===== src/design/klp_pkg.sv =====
// ---------------------------------------------------------------------------
// klp_pkg
// Shared types, constants and character classifiers for the key list block.
// ---------------------------------------------------------------------------
package klp_pkg;

  localparam int KEY_BYTES_DEF         = 32;
  localparam int ALIAS_BYTES_DEF       = 12;
  localparam int ALIAS_ASCII_BYTES_DEF = 3;
  localparam int MAX_KEYS_DEF          = 16;

  localparam logic [10:0] CHAR_TOTAL_MAX = 11'd2047;
  localparam logic [7:0]  CH_COLON = 8'h3A;
  localparam logic [7:0]  CH_SLASH = 8'h2F;
  localparam logic [7:0]  CH_EQUAL = 8'h3D;
  localparam logic [7:0]  CH_PLUS  = 8'h2B;

  typedef enum logic [1:0] {
    KIND_CHAR   = 2'd0,
    KIND_END    = 2'd1,
    KIND_LOOKUP = 2'd2,
    KIND_NONE   = 2'd3
  } kind_t;

  typedef enum logic [1:0] {
    ST_ACCEPTED  = 2'd0,
    ST_SYNTAX    = 2'd1,
    ST_KEY_WORD  = 2'd2,
    ST_NOT_FOUND = 2'd3
  } status_t;

  typedef enum logic [1:0] {
    BK_IDLE,
    BK_SCAN,
    BK_READ,
    BK_EMIT
  } bk_state_t;

  // Queue entry from front to back.
  typedef struct packed {
    logic        is_end;
    logic [1:0]  end_status;
    logic [4:0]  end_count;
    logic [31:0] alias_high;
    logic [63:0] alias_low;
  } cmd_t;

  // Table-clear and count-publish signals from front to back.
  typedef struct packed {
    logic       clear;
    logic       publish;
    logic [4:0] count;
  } tbl_ctl_t;

  function automatic logic [6:0] b64_val(input logic [7:0] c);
    logic [6:0] v;
    v = 7'h40;
    if (c >= 8'h41 && c <= 8'h5A) v = {1'b0, 6'(c - 8'h41)};
    else if (c >= 8'h61 && c <= 8'h7A) v = {1'b0, 6'(c - 8'h61 + 8'd26)};
    else if (c >= 8'h30 && c <= 8'h39) v = {1'b0, 6'(c - 8'h30 + 8'd52)};
    else if (c == CH_PLUS) v = 7'd62;
    else if (c == CH_SLASH) v = 7'd63;
    return v;
  endfunction

  function automatic logic [4:0] hex_val(input logic [7:0] c);
    logic [4:0] v;
    v = 5'h10;
    if (c >= 8'h30 && c <= 8'h39) v = {1'b0, 4'(c - 8'h30)};
    else if (c >= 8'h61 && c <= 8'h66) v = {1'b0, 4'(c - 8'h61 + 8'd10)};
    else if (c >= 8'h41 && c <= 8'h46) v = {1'b0, 4'(c - 8'h41 + 8'd10)};
    return v;
  endfunction

endpackage


===== src/design/klp_in_if.sv =====
// ---------------------------------------------------------------------------
// klp_in_if
// Input channel: valid/ready with item payload.
// ---------------------------------------------------------------------------
interface klp_in_if;
  logic        valid;
  logic        ready;
  logic [1:0]  kind;
  logic [7:0]  list_char;
  logic [31:0] alias_high;
  logic [63:0] alias_low;
  modport source (output valid, kind, list_char, alias_high, alias_low, input ready);
  modport sink   (input valid, kind, list_char, alias_high, alias_low, output ready);
endinterface


===== src/design/klp_front.sv =====
// ---------------------------------------------------------------------------
// klp_front
// Character parser: checks record structure, decodes base64 key and alias
// bytes into the stores, and turns end/lookup items into queue commands.
// ---------------------------------------------------------------------------
module klp_front #(
  parameter int KEY_BYTES         = klp_pkg::KEY_BYTES_DEF,
  parameter int ALIAS_BYTES       = klp_pkg::ALIAS_BYTES_DEF,
  parameter int ALIAS_ASCII_BYTES = klp_pkg::ALIAS_ASCII_BYTES_DEF,
  parameter int MAX_KEYS          = klp_pkg::MAX_KEYS_DEF
) (
  input  logic               clk,
  input  logic               rst_n,
  klp_in_if.sink             in_ch,
  input  logic               q_full,
  input  logic               drained,
  output logic               q_push,
  output klp_pkg::cmd_t      q_data,
  output klp_pkg::tbl_ctl_t  tbl,
  output logic               key_we,
  output logic [5:0]         key_waddr,
  output logic [63:0]        key_wdata,
  output logic               al_we,
  output logic [3:0]         al_waddr,
  output logic [95:0]        al_wdata
);
  import klp_pkg::*;

  localparam int KEY_CHARS   = (KEY_BYTES * 8 + 5) / 6;
  localparam int KEY_FIELD   = (KEY_CHARS + 3) / 4 * 4;
  localparam int ALIAS_FIELD = ALIAS_ASCII_BYTES + (ALIAS_BYTES - ALIAS_ASCII_BYTES) * 2;
  localparam int RECORD_LEN  = KEY_FIELD + 1 + ALIAS_FIELD;

  logic [4:0]  rec_r, rec_nxt;
  logic [10:0] total_r, total_nxt;
  logic [6:0]  pos_r, pos_nxt;
  logic [11:0] bits_r, bits_nxt;
  logic [63:0] word_r, word_nxt;
  logic        err_r, err_nxt;
  logic [95:0] alias_r, alias_nxt;
  logic [4:0]  byte_r, byte_nxt;   // next key byte index
  logic [3:0]  hold_r, hold_nxt;   // bits held in bit buffer after decode

  logic        acc;
  logic        need_drain;
  logic [1:0]  kind;
  logic [7:0]  c;
  logic [6:0]  bv;
  logic [4:0]  hv;
  logic [6:0]  q;
  logic [6:0]  h;
  logic [6:0]  aj;
  logic [11:0] nb;
  logic [3:0]  held;
  logic [7:0]  kbyte;
  logic        put_alias;
  logic [7:0]  abyte;

  assign kind = in_ch.kind;
  assign c    = in_ch.list_char;
  assign bv   = b64_val(c);
  assign hv   = hex_val(c);
  assign q    = pos_r - 7'(KEY_FIELD + 1);
  assign h    = q - 7'(ALIAS_ASCII_BYTES);

  // Commands need queue space; characters never stall, except that the first
  // character of a list and the end item hold until earlier lookups are done.
  assign need_drain  = (kind == KIND_END) || (kind == KIND_CHAR && total_r == '0);
  assign in_ch.ready = (kind == KIND_CHAR || !q_full) && (!need_drain || drained);
  assign acc = in_ch.valid && in_ch.ready;

  always_comb begin
    rec_nxt   = rec_r;
    total_nxt = total_r;
    pos_nxt   = pos_r;
    bits_nxt  = bits_r;
    word_nxt  = word_r;
    err_nxt   = err_r;
    alias_nxt = alias_r;
    byte_nxt  = byte_r;
    hold_nxt  = hold_r;
    q_push    = 1'b0;
    q_data    = '0;
    tbl       = '0;
    key_we    = 1'b0;
    key_waddr = '0;
    key_wdata = word_r;
    al_we     = 1'b0;
    al_waddr  = rec_r[3:0];
    al_wdata  = alias_r;
    nb        = '0;
    held      = '0;
    kbyte     = '0;
    put_alias = 1'b0;
    abyte     = '0;
    aj        = '0;
    if (acc) begin
      unique case (kind_t'(kind))
        KIND_CHAR: begin
          if (total_r == '0) tbl.clear = 1'b1;
          if (total_r != CHAR_TOTAL_MAX) total_nxt = total_r + 11'd1;
          if (!err_r) begin
            if (pos_r >= 7'(RECORD_LEN)) begin
              if (c == CH_SLASH) pos_nxt = '0;
              else err_nxt = 1'b1;
            end else if (pos_r == '0 && rec_r >= 5'(MAX_KEYS)) begin
              err_nxt = 1'b1;
            end else if (pos_r < 7'(KEY_CHARS)) begin
              if (bv[6]) err_nxt = 1'b1;
              else begin
                nb = (pos_r == '0) ? {6'd0, bv[5:0]} : {bits_r[5:0], bv[5:0]};
                held = (pos_r == '0) ? 4'd6 : hold_r + 4'd6;
                bits_nxt = nb;
                word_nxt = (pos_r == '0) ? '0 : word_r;
                byte_nxt = (pos_r == '0) ? '0 : byte_r;
                if (held >= 4'd8) begin
                  kbyte = 8'(nb >> (held - 4'd8));
                  held  = held - 4'd8;
                  if (byte_nxt < 5'(KEY_BYTES - 1) || KEY_BYTES == 32 ||
                      byte_nxt == 5'(KEY_BYTES - 1)) begin
                    word_nxt = word_nxt |
                               (64'(kbyte) << (6'd56 - {byte_nxt[2:0], 3'b000}));
                    if (byte_nxt[2:0] == 3'd7 || byte_nxt == 5'(KEY_BYTES - 1)) begin
                      key_we    = 1'b1;
                      key_waddr = {rec_r[3:0], byte_nxt[4:3]};
                      key_wdata = word_nxt;
                      word_nxt  = '0;
                    end
                  end
                  byte_nxt = byte_nxt + 5'd1;
                end
                hold_nxt = held;
              end
            end else if (pos_r < 7'(KEY_FIELD)) begin
              if (c != CH_EQUAL) err_nxt = 1'b1;
            end else if (pos_r == 7'(KEY_FIELD)) begin
              if (c != CH_COLON) err_nxt = 1'b1;
              else alias_nxt = '0;
            end else if (q < 7'(ALIAS_ASCII_BYTES)) begin
              if (c < 8'h20 || c > 8'h7E) err_nxt = 1'b1;
              else begin
                put_alias = 1'b1;
                abyte     = c;
                aj        = q;
              end
            end else begin
              if (hv[4]) err_nxt = 1'b1;
              else if (!h[0]) bits_nxt = {8'd0, hv[3:0]};
              else begin
                put_alias = 1'b1;
                abyte     = {bits_r[3:0], hv[3:0]};
                aj        = 7'(ALIAS_ASCII_BYTES) + (h >> 1);
              end
            end
            if (put_alias && aj < 7'(ALIAS_BYTES))
              alias_nxt[7'd95 - {aj[3:0], 3'b000} -: 8] = abyte;
            if (err_nxt == 1'b0 && pos_r < 7'(RECORD_LEN) &&
                !(pos_r == '0 && rec_r >= 5'(MAX_KEYS))) begin
              pos_nxt = pos_r + 7'd1;
              if (pos_r + 7'd1 == 7'(RECORD_LEN)) begin
                rec_nxt  = rec_r + 5'd1;
                al_we    = 1'b1;
                al_wdata = alias_nxt;
              end
            end
          end
        end
        KIND_END: begin
          q_push = 1'b1;
          q_data.is_end = 1'b1;
          if (total_r < 11'(RECORD_LEN)) begin
            q_data.end_status = ST_ACCEPTED;
            q_data.end_count  = '0;
          end else if (err_r || pos_r != 7'(RECORD_LEN)) begin
            q_data.end_status = ST_SYNTAX;
            q_data.end_count  = '0;
          end else begin
            q_data.end_status = ST_ACCEPTED;
            q_data.end_count  = rec_r;
          end
          tbl.publish = 1'b1;
          tbl.count   = q_data.end_count;
          rec_nxt   = '0;
          total_nxt = '0;
          pos_nxt   = '0;
          bits_nxt  = '0;
          word_nxt  = '0;
          err_nxt   = 1'b0;
        end
        KIND_LOOKUP: begin
          q_push = 1'b1;
          q_data.alias_high = in_ch.alias_high;
          q_data.alias_low  = in_ch.alias_low;
        end
        default: ;
      endcase
    end
  end

  always_ff @(posedge clk) begin
    if (!rst_n) begin
      rec_r   <= '0;
      total_r <= '0;
      pos_r   <= '0;
      bits_r  <= '0;
      word_r  <= '0;
      err_r   <= 1'b0;
      byte_r  <= '0;
      hold_r  <= '0;
    end else begin
      rec_r   <= rec_nxt;
      total_r <= total_nxt;
      pos_r   <= pos_nxt;
      bits_r  <= bits_nxt;
      word_r  <= word_nxt;
      err_r   <= err_nxt;
      byte_r  <= byte_nxt;
      hold_r  <= hold_nxt;
    end
  end

  always_ff @(posedge clk) alias_r <= alias_nxt;
endmodule


===== src/flat_wrapper.sv =====
// flat-port wrapper written by rule: the top's interface ports become plain ports
module klp_front_flat import klp_pkg::*;
#(
  parameter int KEY_BYTES         = klp_pkg::KEY_BYTES_DEF,
  parameter int ALIAS_BYTES       = klp_pkg::ALIAS_BYTES_DEF,
  parameter int ALIAS_ASCII_BYTES = klp_pkg::ALIAS_ASCII_BYTES_DEF,
  parameter int MAX_KEYS          = klp_pkg::MAX_KEYS_DEF
)
  (clk, rst_n, q_full, drained, q_push, q_data, tbl, key_we, key_waddr, key_wdata, al_we, al_waddr, al_wdata, in_ch_valid, in_ch_kind, in_ch_list_char, in_ch_alias_high, in_ch_alias_low, in_ch_ready);
  klp_in_if in_ch_i ();
  input  logic clk;
  input  logic rst_n;
  input  logic q_full;
  input  logic drained;
  output logic q_push;
  output klp_pkg::cmd_t q_data;
  output klp_pkg::tbl_ctl_t tbl;
  output logic key_we;
  output logic [5:0] key_waddr;
  output logic [63:0] key_wdata;
  output logic al_we;
  output logic [3:0] al_waddr;
  output logic [95:0] al_wdata;
  input wire logic [$bits(in_ch_i.valid)-1:0] in_ch_valid;
  input wire logic [$bits(in_ch_i.kind)-1:0] in_ch_kind;
  input wire logic [$bits(in_ch_i.list_char)-1:0] in_ch_list_char;
  input wire logic [$bits(in_ch_i.alias_high)-1:0] in_ch_alias_high;
  input wire logic [$bits(in_ch_i.alias_low)-1:0] in_ch_alias_low;
  output wire logic [$bits(in_ch_i.ready)-1:0] in_ch_ready;
  assign in_ch_i.valid = in_ch_valid;
  assign in_ch_i.kind = in_ch_kind;
  assign in_ch_i.list_char = in_ch_list_char;
  assign in_ch_i.alias_high = in_ch_alias_high;
  assign in_ch_i.alias_low = in_ch_alias_low;
  assign in_ch_ready = in_ch_i.ready;
  klp_front #(.KEY_BYTES(KEY_BYTES), .ALIAS_BYTES(ALIAS_BYTES), .ALIAS_ASCII_BYTES(ALIAS_ASCII_BYTES), .MAX_KEYS(MAX_KEYS)) u_core (.clk(clk), .rst_n(rst_n), .in_ch(in_ch_i), .q_full(q_full), .drained(drained), .q_push(q_push), .q_data(q_data), .tbl(tbl), .key_we(key_we), .key_waddr(key_waddr), .key_wdata(key_wdata), .al_we(al_we), .al_waddr(al_waddr), .al_wdata(al_wdata));
endmodule

===== config.mk =====
export PLATFORM = sky130hd
export DESIGN_NAME = klp_front_flat
export DESIGN_NICKNAME = d
export VERILOG_FILES = /design/src/design/klp_pkg.sv /design/src/design/klp_in_if.sv /design/src/design/klp_front.sv /design/src/flat_wrapper.sv
export SDC_FILE = /design/constraint.sdc
export NUM_CORES = 1
export LEC_CHECK = 0
export BUFFER_PORTS_ARGS = -buffer_cell sky130_fd_sc_hd__buf_4
export CORE_ASPECT_RATIO = 0.75
export CORE_MARGIN = 1.5
export CORE_UTILIZATION = 32
export DETAILED_ROUTE_END_ITERATION = 6
export GPL_ROUTABILITY_DRIVEN = 1
export PLACE_DENSITY = 0.54
export SLEW_MARGIN = 20
export SYNTH_ARGS = -nofsm -noshare
export SYNTH_HDL_FRONTEND = slang
export SYNTH_SLANG_ARGS = --single-unit

===== constraint.sdc =====
create_clock -name clk -period 7.9 [get_ports clk]
set_input_delay 1.58 -clock clk [delete_from_list [all_inputs] [get_ports clk]]
set_output_delay 1.58 -clock clk [all_outputs]
set_load 0.02 [all_outputs]

Word level (Yosys, flattened, before mapping)
Index checks and enable logic that the tools add are counted.
W data, S select, Z words.
{"block": "classes", "n_addsub": 19, "order_cmp": 19, "n_eq_ne": 28, "shift": 4, "n_mux": 156, "bitwise": 6, "n_reduce_logical": 34}
{"operator": "$mux W96", "n": 16}
{"operator": "$mux W64", "n": 17}
{"operator": "$mux W7", "n": 22}
{"operator": "$mux W6", "n": 22}
{"operator": "$pmux W64 S2", "n": 1}
{"operator": "$mux W104", "n": 1}
{"operator": "$mux W8", "n": 13}
{"operator": "$shift A8 B9 Y103 const A", "n": 1}
{"operator": "$shiftx A8 B9 Y103", "n": 1}
{"operator": "$bwmux W96", "n": 1}
{"operator": "$or A64 B64 Y64", "n": 1}
{"operator": "$shl A8 B6 Y64", "n": 1}
{"operator": "$mux W1", "n": 46}
{"operator": "$mux W5", "n": 8}
{"operator": "$le A8 B7 Y1 const B", "n": 4}
{"operator": "$pmux W11 S2", "n": 1}
{"operator": "$ne A3 B3 Y1 const B", "n": 7}
{"operator": "$eq A8 B6 Y1 const B", "n": 2}
{"operator": "$ge A8 B7 Y1 const B", "n": 2}
{"operator": "$ne A2 B2 Y1 const B", "n": 8}
{"operator": "$ne A8 B6 Y1 const B", "n": 2}
{"operator": "$lt A7 B6 Y1 const B", "n": 2}
{"operator": "$pmux W7 S2", "n": 1}
{"operator": "$reduce_and A7 Y1", "n": 2}
{"operator": "other kinds (56)", "n": 84}
{"block": "totals", "regBits": 199, "inputBits": 111, "elab_cells": 275}

Depth between registers and ports, before layout
Gate-level depths: netlist of run 1.
{"block": "depth", "depth_word": 25, "mapped_depth": 23}

Worst setup path before layout of run 1
OpenSTA, ideal clock, no wires.
{"block": "synth_timing", "path_kind": "input-to-reg", "start": "input port in_ch_kind[0]", "end": "register u_core.alias_r[0] (enable)", "arrival_time_ps": 6450, "required_ps": 7348, "slack_ps": 899, "cell_stages": 6, "path_buffers": 1, "path_cell_list": "inv_1 -> ha_1 -> clkbuf_1 -> nand2b_1 -> o211ai_1 -> nor2_1"}
{"block": "synth_between", "elab_chain_len": 8, "elab_cells_between_ends": 10, "cone_classes": "eq/ne: 1; reduce/logical: 9"}
{"item": "start: declaration", "line_no": "flat_wrapper.sv:25", "text": "input wire logic [$bits(in_ch_i.kind)-1:0] in_ch_kind;"}
{"item": "$logic_not A2 Y1", "line_no": "klp_front.sv:68, klp_front.sv:69, klp_front.sv:98"}
{"item": "$logic_and A1 B1 Y1", "line_no": "klp_front.sv:68", "text": "assign need_drain = (kind == KIND_END) || (kind == KIND_CHAR && total_r == '0);"}
{"item": "$logic_or A1 B1 Y1", "line_no": "klp_front.sv:68"}
{"item": "$logic_not A1 Y1", "line_no": "klp_front.sv:69", "text": "assign in_ch.ready = (kind == KIND_CHAR || !q_full) && (!need_drain || drained);"}
{"item": "$logic_or A1 B1 Y1", "line_no": "klp_front.sv:69"}
{"item": "$logic_and A1 B1 Y1", "line_no": "klp_front.sv:69"}
{"item": "$logic_and A1 B1 Y1", "line_no": "klp_front.sv:70", "text": "assign acc = in_ch.valid && in_ch.ready;"}
{"item": "$reduce_and A3 Y1 (no line) *"}
{"item": "end signal: assignment", "line_no": "klp_front.sv:222", "text": "always_ff @(posedge clk) alias_r <= alias_nxt;"}
{"item": "end: declaration", "line_no": "klp_front.sv:40", "text": "logic [95:0] alias_r, alias_nxt;"}
Mark *: on every way between the ends. The rest lies on a longest branch, timed or not.
A chain may end at the register's enable or synchronous reset.

Worst setup path after layout of run 1
{"block": "layout_timing", "start": "input port in_ch_list_char[0]", "end": "output port al_wdata[68]"}
{"block": "layout_between", "elab_chain_len": 25, "elab_cells_between_ends": 107, "cone_classes": "add/sub: 7; order compare: 11; eq/ne: 4; shift: 2; mux: 73; bitwise: 1; reduce/logical: 9"}
{"item": "start: declaration", "line_no": "flat_wrapper.sv:26", "text": "input wire logic [$bits(in_ch_i.list_char)-1:0] in_ch_list_char;"}
{"item": "$ge A8 B7 Y1 or $le A8 B7 Y1 (tied branches)", "line_no": "klp_pkg.sv:58, klp_pkg.sv:71"}
{"item": "$logic_and A1 B1 Y1", "line_no": "klp_pkg.sv:71", "text": "else if (c >= 8'h41 && c <= 8'h46) v = {1'b0, 4'(c - 8'h41 + 8'd10)};"}
{"item": "$mux W5", "line_no": "klp_pkg.sv:71"}
{"item": "$mux W5", "line_no": "klp_pkg.sv:70", "text": "else if (c >= 8'h61 && c <= 8'h66) v = {1'b0, 4'(c - 8'h61 + 8'd10)};"}
{"item": "$mux W5", "line_no": "klp_pkg.sv:69", "text": "if (c >= 8'h30 && c <= 8'h39) v = {1'b0, 4'(c - 8'h30)};"}
{"item": "$mux W7", "line_no": "klp_front.sv:147", "text": "if (hv[4]) err_nxt = 1'b1;"}
{"item": "$mux W7", "line_no": "klp_front.sv:139", "text": "end else if (q < 7'(ALIAS_ASCII_BYTES)) begin"}
{"item": "$mux W7", "line_no": "klp_front.sv:136", "text": "end else if (pos_r == 7'(KEY_FIELD)) begin"}
{"item": "[... 9 more ...]"}
{"item": "$shiftx A8 B9 Y103 or $shift A8 B9 Y103 (tied branches)", "line_no": "klp_front.sv:156", "text": "alias_nxt[7'd95 - {aj[3:0], 3'b000} -: 8] = abyte;"}
{"item": "$bwmux W96", "line_no": "klp_front.sv:156"}
{"item": "$mux W96", "line_no": "klp_front.sv:155", "text": "if (put_alias && aj < 7'(ALIAS_BYTES))"}
{"item": "$mux W96", "line_no": "klp_front.sv:160", "text": "if (pos_r + 7'd1 == 7'(RECORD_LEN)) begin"}
{"item": "$mux W96 *", "line_no": "klp_front.sv:157", "text": "if (err_nxt == 1'b0 && pos_r < 7'(RECORD_LEN) &&"}
{"item": "$mux W96 *", "line_no": "klp_front.sv:102", "text": "if (!err_r) begin"}
{"item": "$mux W96 *", "line_no": "klp_front.sv:98", "text": "unique case (kind_t'(kind))"}
{"item": "$mux W96 *", "line_no": "klp_front.sv:97", "text": "if (acc) begin"}
{"item": "end: declaration", "line_no": "flat_wrapper.sv:23", "text": "output logic [95:0] al_wdata;"}
Mark *: on every way between the ends. The rest lies on a longest branch, timed or not. The select of a mux whose other input is x is not followed.

==> results of run 1 <==
[power by group]
group | total [uW] | switching (uW) | internal, uW
logic | 276 | 167 | 109
clock network | 969 | 456 | 513
registers | 1090 | 8.21 | 1090
[sequential cells by signal (all words and copies together), names as in the netlist]
signal,count
u_core.word_r,64
u_core.alias_r,96
u_core.pos_r,7
u_core.total_r,11
u_core.rec_r,5
u_core.bits_r,6
u_core.err_r,1
u_core.byte_r,5
u_core.hold_r,4
[cells in the final DEF, fill, tap and decap left out, types with 7 or more instances in the layout]
cell type,Yosys,final
a31oi_1,9,9
nor4_1,16,16
edfxtp_1,96,96
nand2b_1,19,19
a31o_2,11,11
nor3_1,20,20
a32oi_1,7,7
or2_2,7,7
a21oi_1,42,42
o211ai_1,13,13
o2bb2ai_1,16,16
xor2_1,13,13
o21bai_1,34,34
xnor2_1,17,17
nor2b_1,12,11
buf_4,13,435
dfxtp_1,103,103
and2_1,17,17
mux2i_1,79,79
o21ai_0,136,136
nor2_1,58,57
o22ai_1,9,9
nand2_1,192,191
a21o_1,23,23
nand3_1,99,99
inv_1,52,52
ha_1,28,27
clkbuf_16,0,17
a32o_1,9,9
and3_1,120,120
o31ai_1,11,11
nand4_1,24,24
[layer usage]
metal | track usage (%) | up-vias | share of wire [%]
met5 | 0 | - | 0.018
met4 | 4.63 | 2 | 1.1
met3 | 5.63 | 39 | 7.2
met2 | 33.7 | 458 | 44
met1 | 31.6 | 6486 | 48
li1 | - | 6472 | -
[per-stage QoR]
step                      hold WS (ns)  instance area (um^2)  utilization, %
after floorplan                  0.419                 13700               -
final                            0.450                 17600            41.7
after global routing             0.477                 17600            41.7
after global placement           0.431                 16900            40.2
after CTS                        0.454                 17500            41.7
after detailed placement         0.437                 16900            40.2
[area by class of cell]
cell class / instances / share of cell area [%]
Multi-Input combinational cell: 1195 / 44.3
Sequential cell: 199 / 28.2
Timing Repair Buffer: 436 / 18.7
Tap cell: 569 / 4.06
Clock buffer: 17 / 2.42
Clock inverter: 15 / 1.20
Inverter: 54 / 1.15
[worst min-delay path by stage]
| stage | to | depth (start not counted) |
|---|---|---|
| final | u_core.word_r[57] | 2 |
| after floorplan | u_core.word_r[0] | 2 |
| after CTS | u_core.word_r[57] | 2 |
| after detailed placement | u_core.word_r[3] | 2 |
| after global placement | u_core.word_r[13] | 2 |
| after global routing | u_core.word_r[3] | 2 |
[cells by family after synthesis]
logic type,count (synthesis)
compound gates,409
xor+xnor,31
fa+ha+maj,28
buf+inv,238
flops,199
mux,94
other cells,1
simple gates,632
[worst max-delay path, delay by kind of cell]
| family | cells | cell delay [ns] |
|---|---|---|
| compound gates | 4 | 1.32 |
| buf+inv | 3 | 0.46 |
| mux | 1 | 0.35 |
| fa+ha+maj | 1 | 0.32 |
| simple gates | 3 | 1.29 |
==> impl_metrics.prom, run 1 <==
# TYPE chip_impl_metric gauge
chip_impl_metric{name="setup_viol",unit=""} 0
chip_impl_metric{name="detail_route.wl_per_cell",unit="um"} 20.3
chip_impl_metric{name="post_synth_xor_area_fraction",unit="%"} 2.09
chip_impl_info{name="cts.root.buffer_cell",value="clkbuf_16"} 1
chip_impl_metric{name="synth.mux.area_fraction",unit="%"} 7.15
chip_impl_metric{name="finish.net_count",unit=""} 2042
chip_impl_metric{name="multiInputGateArea",unit="um^2"} 7770
chip_impl_metric{name="static-leakage-power",unit="uW"} 0.00790
chip_impl_metric{name="synthDistinctLibCells",unit=""} 95
chip_impl_info{name="crit_path_start",value="in_ch_list_char[0]"} 1
chip_impl_metric{name="globalplace.congestion",unit=""} 0.902
chip_impl_metric{name="tightestPinTransition",unit="ns"} 1.06
chip_impl_info{name="cpMaxStageDelayCell",value="o22ai_1"} 1
chip_impl_metric{name="finalSetupTns",unit="ns"} 0
chip_impl_metric{name="drive_gt1_share",unit="%"} 27.5
chip_impl_metric{name="syn-mean-instance-area",unit="um^2"} 8.37
chip_impl_metric{name="maxClockFrequency",unit="MHz"} 144
chip_impl_metric{name="synthAdderAreaFrac",unit="%"} 2.56
chip_impl_info{name="synth_top_cells_by_area",value="edfxtp_1 21%, dfxtp_1 15%, mux2i_1 5.8%"} 1
chip_impl_info{name="r2r-end",value="u_core.word_r[51]"} 1
chip_impl_metric{name="postCtsHoldBufs",unit=""} 0
chip_impl_metric{name="synth-edff-count",unit=""} 96
chip_impl_metric{name="port_buffers",unit=""} 394
chip_impl_metric{name="post-place-cells",unit=""} 2453
chip_impl_metric{name="report.final.hold_viol_count",unit=""} 0
chip_impl_info{name="synth_largest_area_cell",value="edfxtp_1"} 1
chip_impl_metric{name="sequential_cell_area",unit="um^2"} 4940
chip_impl_info{name="timing.critical_path.to_type",value="primary output"} 1
chip_impl_metric{name="cts_sinks",unit=""} 199
chip_impl_metric{name="timing.final.max_slew_violations",unit=""} 0
chip_impl_metric{name="core_region_area",unit="um^2"} 42000
chip_impl_metric{name="grt_antenna_before_repair",unit=""} 1
chip_impl_metric{name="netlist_instances",unit=""} 1632
chip_impl_metric{name="max_cap_viols",unit=""} 0
chip_impl_metric{name="p_per_area",unit="nW/um^2"} 133
chip_impl_info{name="grt_setup_unrepaired",value="no"} 1
chip_impl_metric{name="ys_seq_elements",unit=""} 199
chip_impl_metric{name="synthesized_net_count",unit=""} 1771
chip_impl_metric{name="die_y",unit="um"} 182
chip_impl_metric{name="area_delta_synth_final",unit="%"} 28.5
chip_impl_metric{name="detailedRoute.firstIterationViolations",unit=""} 1129
chip_impl_metric{name="crit_fanout",unit=""} 10
chip_impl_metric{name="dp_wirelength",unit="um"} 37000
chip_impl_metric{name="clk_latency",unit="ns"} 0.47
chip_impl_info{name="critical-path-top-cell-by-count",value="buf_4"} 1
chip_impl_metric{name="initial_utilization",unit="%"} 32.5
chip_impl_metric{name="fp.dieArea",unit="um^2"} 43900
chip_impl_metric{name="required",unit="ns"} 6.32
chip_impl_metric{name="antenna-diode-count",unit=""} 0
chip_impl_metric{name="yosysTopAreaCellShare",unit="%"} 21.1
chip_impl_metric{name="compound_gate_fraction_of_synth_area",unit="%"} 20.5
chip_impl_metric{name="finalClockSkew",unit="ns"} 0.0144
chip_impl_info{name="critical_path_class",value="input pin to primary output"} 1
chip_impl_metric{name="postCtsSetupRepairBufs",unit=""} 0
chip_impl_metric{name="timing.critical_path.arrival",unit="ns"} 5.34
chip_impl_metric{name="final.min_clock_period",unit="ns"} 6.92
chip_impl_metric{name="routed-via-count",unit=""} 13500
chip_impl_info{name="synth_top_family_by_area",value="simple AND/OR/NAND/NOR gates"} 1
chip_impl_metric{name="number_of_global_route_vias_before_repair",unit=""} 12600
chip_impl_metric{name="route.antenna.remaining_nets",unit=""} 0
chip_impl_metric{name="grt_max_degree",unit=""} 99
chip_impl_metric{name="floorplan.rows",unit=""} 65
chip_impl_info{name="ys_top_cells_by_count",value="192 x nand2_1, 139 x clkbuf_1, 136 x o21ai_0"} 1
chip_impl_metric{name="grt_first_pass_wirelength",unit="um"} 77300
chip_impl_info{name="critical_path.cell_chain",value="buf_4 -> inv_1 -> ha_1 -> nand3b_1 -> a311oi_1 -> o22ai_1 -> a2bb2oi_4 -> o21ai_1 -> or3_1 -> nor3_4 -> mux2_4 -> buf_4"} 1
chip_impl_metric{name="floorplan.io_pins",unit=""} 396
chip_impl_info{name="most_used_flip_flop_cell_after_synthesis",value="dfxtp_1"} 1
chip_impl_metric{name="nFillCells",unit=""} 4244
chip_impl_info{name="outcome",value="completed"} 1
chip_impl_metric{name="synth_simple_gate_area_share",unit="%"} 24.2
chip_impl_metric{name="max_stage_delay",unit="ns"} 0.67
chip_impl_metric{name="cts.reportedPaths.clkPinSlew",unit="ns"} 0.07
chip_impl_metric{name="finalWirelength",unit="um"} 50400
chip_impl_metric{name="detail_route.drc_violations",unit=""} 0
chip_impl_metric{name="finalWorstSetupSlack",unit="ns"} 0.976
chip_impl_metric{name="drt-vias-per-instance",unit=""} 5.42
chip_impl_metric{name="dp_worst_setup_slack",unit="ns"} 1.01
chip_impl_metric{name="layout.cells.non_filler",unit=""} 2485
chip_impl_info{name="kind_of_start_point_of_the_critical_path",value="input pin"} 1
chip_impl_info{name="rr_startpoint",value="u_core.pos_r[1]"} 1
chip_impl_metric{name="synth_seq_area_share",unit="%"} 36.2
chip_impl_metric{name="syn-cell-area",unit="um^2"} 13700
chip_impl_metric{name="gr-usage-all-layers",unit="%"} 22.2
chip_impl_info{name="synth.most_common_cell",value="nand2_1"} 1
chip_impl_info{name="setup_crit_end",value="al_wdata[68]"} 1
chip_impl_metric{name="chipWidth",unit="um"} 242
chip_impl_metric{name="overflow",unit=""} 0
chip_impl_metric{name="max-slew-margin-rel",unit="%"} 28.8
chip_impl_metric{name="cts-buffers-inserted",unit=""} 17
chip_impl_metric{name="power",unit="uW"} 2340
chip_impl_info{name="worstHoldStart",value="u_core.word_r[57]"} 1
chip_impl_info{name="clock_tree_from_tritoncts",value="built"} 1
chip_impl_metric{name="drt_pre_antenna_iters",unit=""} 5
chip_impl_metric{name="post_cts_resize_count",unit=""} 0
chip_impl_metric{name="rr_worst_depth",unit=""} 17
chip_impl_metric{name="r2r_slack",unit="ns"} 3.11
chip_impl_metric{name="async_reset_ff_share",unit="%"} 0
chip_impl_metric{name="cts_buffer_depth",unit=""} 2
chip_impl_info{name="hp-class",value="register to register"} 1
chip_impl_metric{name="synth-warning-count",unit=""} 0
chip_impl_metric{name="cts-htree-levels",unit=""} 4
chip_impl_metric{name="layout_worst_path_cycle_share",unit="%"} 87.6
chip_impl_metric{name="vdd_ir_drop_max",unit="V"} 0.000155
Power figures use the tool's default switching activity.
==> run 2, diff against run 1 <==
--- a/config.mk
+++ b/config.mk
@@ -11,7 +11,8 @@
 export CORE_UTILIZATION = 32
 export DETAILED_ROUTE_END_ITERATION = 6
 export GPL_ROUTABILITY_DRIVEN = 1
-export PLACE_DENSITY = 0.54
+export GPL_TIMING_DRIVEN = 0
+export PLACE_DENSITY = 0.56
 export SLEW_MARGIN = 20
 export SYNTH_ARGS = -nofsm -noshare
 export SYNTH_HDL_FRONTEND = slang
==> constraint.sdc (replaced) <==
create_clock -name clk -period 6.2 [get_ports clk]
set_input_delay 1.24 -clock clk [delete_from_list [all_inputs] [get_ports clk]]
set_output_delay 1.24 -clock clk [all_outputs]
set_load 0.02 [all_outputs]
==> run 2 against run 1 <==
Net effect: register-to-register slack lost 1.9 ns; worst hold slack lost 0.0016 ns; clock skew is essentially flat; utilization grew 2.1 points; clock power grew 23%; setup slack lost 0.79 ns; clock-buffer cell count is the same; first-iteration DRC count grew 22%; combinational power grew 39%; via count grew 6.9%; total power grew 27%; cell area grew 5.1%; critical endpoint is now key_wdata[41].
==> impl_metrics.prom, run 2 (synthesized netlist as in run 1, its figures left out) <==
# TYPE chip_impl_metric gauge
chip_impl_info{name="outcome",value="completed"} 1
chip_impl_metric{name="grt_antenna_before_repair",unit=""} 1
chip_impl_metric{name="overflow",unit=""} 0
chip_impl_metric{name="floorplan.io_pins",unit=""} 396
chip_impl_metric{name="routed-via-count",unit=""} 14400
chip_impl_metric{name="route.antenna.remaining_nets",unit=""} 0
chip_impl_metric{name="drt-vias-per-instance",unit=""} 5.45
chip_impl_metric{name="critPathBufInv",unit=""} 7
chip_impl_metric{name="grt_max_degree",unit=""} 27
chip_impl_metric{name="cts-buffers-inserted",unit=""} 17
chip_impl_metric{name="core_region_area",unit="um^2"} 42000
chip_impl_metric{name="static-leakage-power",unit="uW"} 0.00822
chip_impl_metric{name="timing.critical_path.arrival",unit="ns"} 4.78
chip_impl_info{name="min_to",value="u_core.word_r[48]"} 1
chip_impl_metric{name="dpl_cell_area",unit="um^2"} 17400
chip_impl_metric{name="cts_sinks",unit=""} 199
chip_impl_metric{name="timing.final.max_slew_violations",unit=""} 0
chip_impl_info{name="timing.critical_path.to_type",value="primary output"} 1
chip_impl_info{name="commonest_non_fill_non_tap_cells_in_the_layout",value="420 x buf_4, 189 x nand2_1, 133 x o21ai_0, 121 x clkbuf_1, 120 x and3_1"} 1
chip_impl_info{name="critical-path-top-cell-by-count",value="ha_1"} 1
chip_impl_info{name="cpMaxStageDelayCell",value="dfxtp_2"} 1
chip_impl_metric{name="cts-htree-levels",unit=""} 4
chip_impl_metric{name="drive_gt1_share",unit="%"} 28.2
chip_impl_metric{name="report.final.hold_viol_count",unit=""} 0
chip_impl_info{name="hp-class",value="register to register"} 1
chip_impl_metric{name="postCtsHoldBufs",unit=""} 0
chip_impl_metric{name="crit_fanout",unit=""} 10
chip_impl_metric{name="detail_route.drc_violations",unit=""} 0
chip_impl_metric{name="dp_wirelength",unit="um"} 40900
chip_impl_metric{name="chipWidth",unit="um"} 242
chip_impl_metric{name="dp_worst_setup_slack",unit="ns"} -1.29
chip_impl_metric{name="area_delta_synth_final",unit="%"} 35.0
chip_impl_metric{name="rr_worst_depth",unit=""} 22
chip_impl_metric{name="nFillCells",unit=""} 4258
chip_impl_metric{name="die_y",unit="um"} 182
chip_impl_info{name="kind_of_start_point_of_the_critical_path",value="register"} 1
chip_impl_info{name="critPathTopFamily",value="simple AND/OR/NAND/NOR gates"} 1
chip_impl_metric{name="cts.reportedPaths.clkPinSlew",unit="ns"} 0.08
chip_impl_metric{name="detailedRoute.firstIterationViolations",unit=""} 1377
chip_impl_metric{name="number_of_global_route_vias_before_repair",unit=""} 13400
chip_impl_metric{name="vdd_ir_drop_max",unit="V"} 0.000187
chip_impl_info{name="regMostFlops",value="u_core.alias_r"} 1
chip_impl_info{name="rr_startpoint",value="u_core.pos_r[0]"} 1
chip_impl_metric{name="antenna-diode-count",unit=""} 0
chip_impl_metric{name="required",unit="ns"} 4.96
chip_impl_metric{name="finalWorstSetupSlack",unit="ns"} 0.182
chip_impl_metric{name="initial_utilization",unit="%"} 32.5
chip_impl_metric{name="port_buffers",unit=""} 393
chip_impl_info{name="critical_path_class",value="register to primary output"} 1
chip_impl_info{name="r2r-end",value="u_core.word_r[56]"} 1
chip_impl_metric{name="globalplace.congestion",unit=""} 0.893
chip_impl_metric{name="r2r_slack",unit="ns"} 1.19
chip_impl_metric{name="grt_first_pass_wirelength",unit="um"} 81600
chip_impl_metric{name="clk_latency",unit="ns"} 0.46
chip_impl_metric{name="max-slew-margin-rel",unit="%"} 28.9
chip_impl_metric{name="final_area",unit="um^2"} 18400
chip_impl_metric{name="setup_viol",unit=""} 0
chip_impl_info{name="grt_setup_unrepaired",value="yes"} 1
chip_impl_metric{name="drt_pre_antenna_iters",unit=""} 5
chip_impl_metric{name="floorplan.rows",unit=""} 65
chip_impl_metric{name="final_core_utilization",unit="%"} 43.9
chip_impl_info{name="cts.root.buffer_cell",value="clkbuf_16"} 1
chip_impl_metric{name="final.hold.worst_slack",unit="ns"} 0.448
chip_impl_info{name="worstHoldStart",value="u_core.word_r[48]"} 1
chip_impl_info{name="critical_path.cell_chain",value="clkbuf_4 -> buf_6 -> clkinv_2 -> ha_1 -> nand2b_1 -> or2_2 -> nand2_1 -> clkinv_2 -> clkbuf_4 -> ha_1 -> and3_1 -> ha_1 -> nor2_2 -> nor2_4 -> nand2_2 -> nor4_4 -> buf_6 -> o21ai_0 -> a21oi_2 -> buf_4"} 1
chip_impl_metric{name="cts_buffer_depth",unit=""} 2
chip_impl_metric{name="fp.dieArea",unit="um^2"} 43900
chip_impl_metric{name="gr-usage-all-layers",unit="%"} 23.5
chip_impl_metric{name="max_cap_viols",unit=""} 0
chip_impl_metric{name="finish.net_count",unit=""} 2196
chip_impl_metric{name="whs_path_depth",unit=""} 2
chip_impl_metric{name="p_per_area",unit="nW/um^2"} 161
chip_impl_metric{name="final.min_clock_period",unit="ns"} 6.02
chip_impl_info{name="clock_tree_from_tritoncts",value="built"} 1
chip_impl_metric{name="largest_register_ffs",unit=""} 96
chip_impl_metric{name="maxClockFrequency",unit="MHz"} 166
chip_impl_metric{name="max_stage_delay",unit="ns"} 0.43
chip_impl_metric{name="finalClockSkew",unit="ns"} 0.0143
chip_impl_metric{name="detail_route.wl_per_cell",unit="um"} 20.4
chip_impl_info{name="mostFrequentLayoutCell",value="buf_4"} 1
chip_impl_info{name="largest_registers",value="u_core.alias_r x96, u_core.word_r x64, u_core.total_r x11"} 1
chip_impl_metric{name="finalWirelength",unit="um"} 53700
chip_impl_metric{name="tightestPinTransition",unit="ns"} 1.06
chip_impl_metric{name="layout_worst_path_cycle_share",unit="%"} 97.1
[run 2: cell types whose count changed in the layout (fill, tap and decap cells not counted), sizes merged]
cell,delta
clkinvlp,+1
buf,+20
clkinv,+2
inv,-3
clkbuf,+134
[run 2: cell type report]
type                       instances  area [um^2]  share of cell area [%]
buffer                           180          813                    4.41
clock buffer                      17          425                    2.31
clock inverter                    15          176                   0.957
inverter                          54          205                    1.11
multi-input combinational       1195         8000                    43.4
sequential                       199         4950                    26.8
tap                              569          712                    3.86
timing repair buffer             410         3170                    17.2
[run 2: worst min-delay path: cells and delay by family, from the launching register on]
kind / cells / cell delay, ns
flip-flops: 1 / 0.31
AO/OA/AOI/OAI: 1 / 0.05
AND/OR/NAND/NOR: 1 / 0.05
[run 2: stage by stage]
| step | instances | power (uW) | setup TNS (ns) |
|---|---|---|---|
| 6_report | 2639 | 2960 | 0 |
| 5_1_grt | 2639 | 3060 | -0.00231 |
| 4_1_cts | 2631 | 2970 | 0 |
| 3_5_place_dp | 2598 | 1790 | -62.44 |
| 3_3_place_gp | 2594 | 1790 | -133.56 |
| 2_1_floorplan | 1632 | 1620 | 0 |
[run 2: report_power, final]
part	switching, uW	internal, uW	leakage (uW)
Sequential	8.96	1380	0.00170
Clock	549	637	0.000284
Combinational	233	151	0.00623
[run 2: how the worst max path moves through the flow]
stage	slack [ns]	endpoint	cells after the start	start
3_5_place_dp	-1.29	key_wdata[1]	20	u_core.pos_r[0]
6_report	0.18	key_wdata[41]	20	u_core.pos_r[0]
4_1_cts	0.004	al_wdata[7]	14	in_ch_list_char[1]
3_3_place_gp	-1.14	key_wdata[49]	21	u_core.pos_r[0]
5_1_grt	-0.002	key_wdata[8]	15	in_ch_list_char[1]
2_1_floorplan	0.73	key_wdata[0]	13	in_ch_list_char[1]
[run 2: routing by layer]
metal	up-vias	track usage (%)	part of all wire, %
met5	-	0	0.024
met4	2	4.38	0.89
met3	43	4.57	6.6
met2	546	34.7	43
met1	7030	35.4	49
li1	6764	-	-
[run 2: timing repair]
action                     CTS  global route
buffers inserted             3            10
cloned                       0             0
resized for setup           42            50
pin swaps                    4             3
setup endpoints to repair  119           116
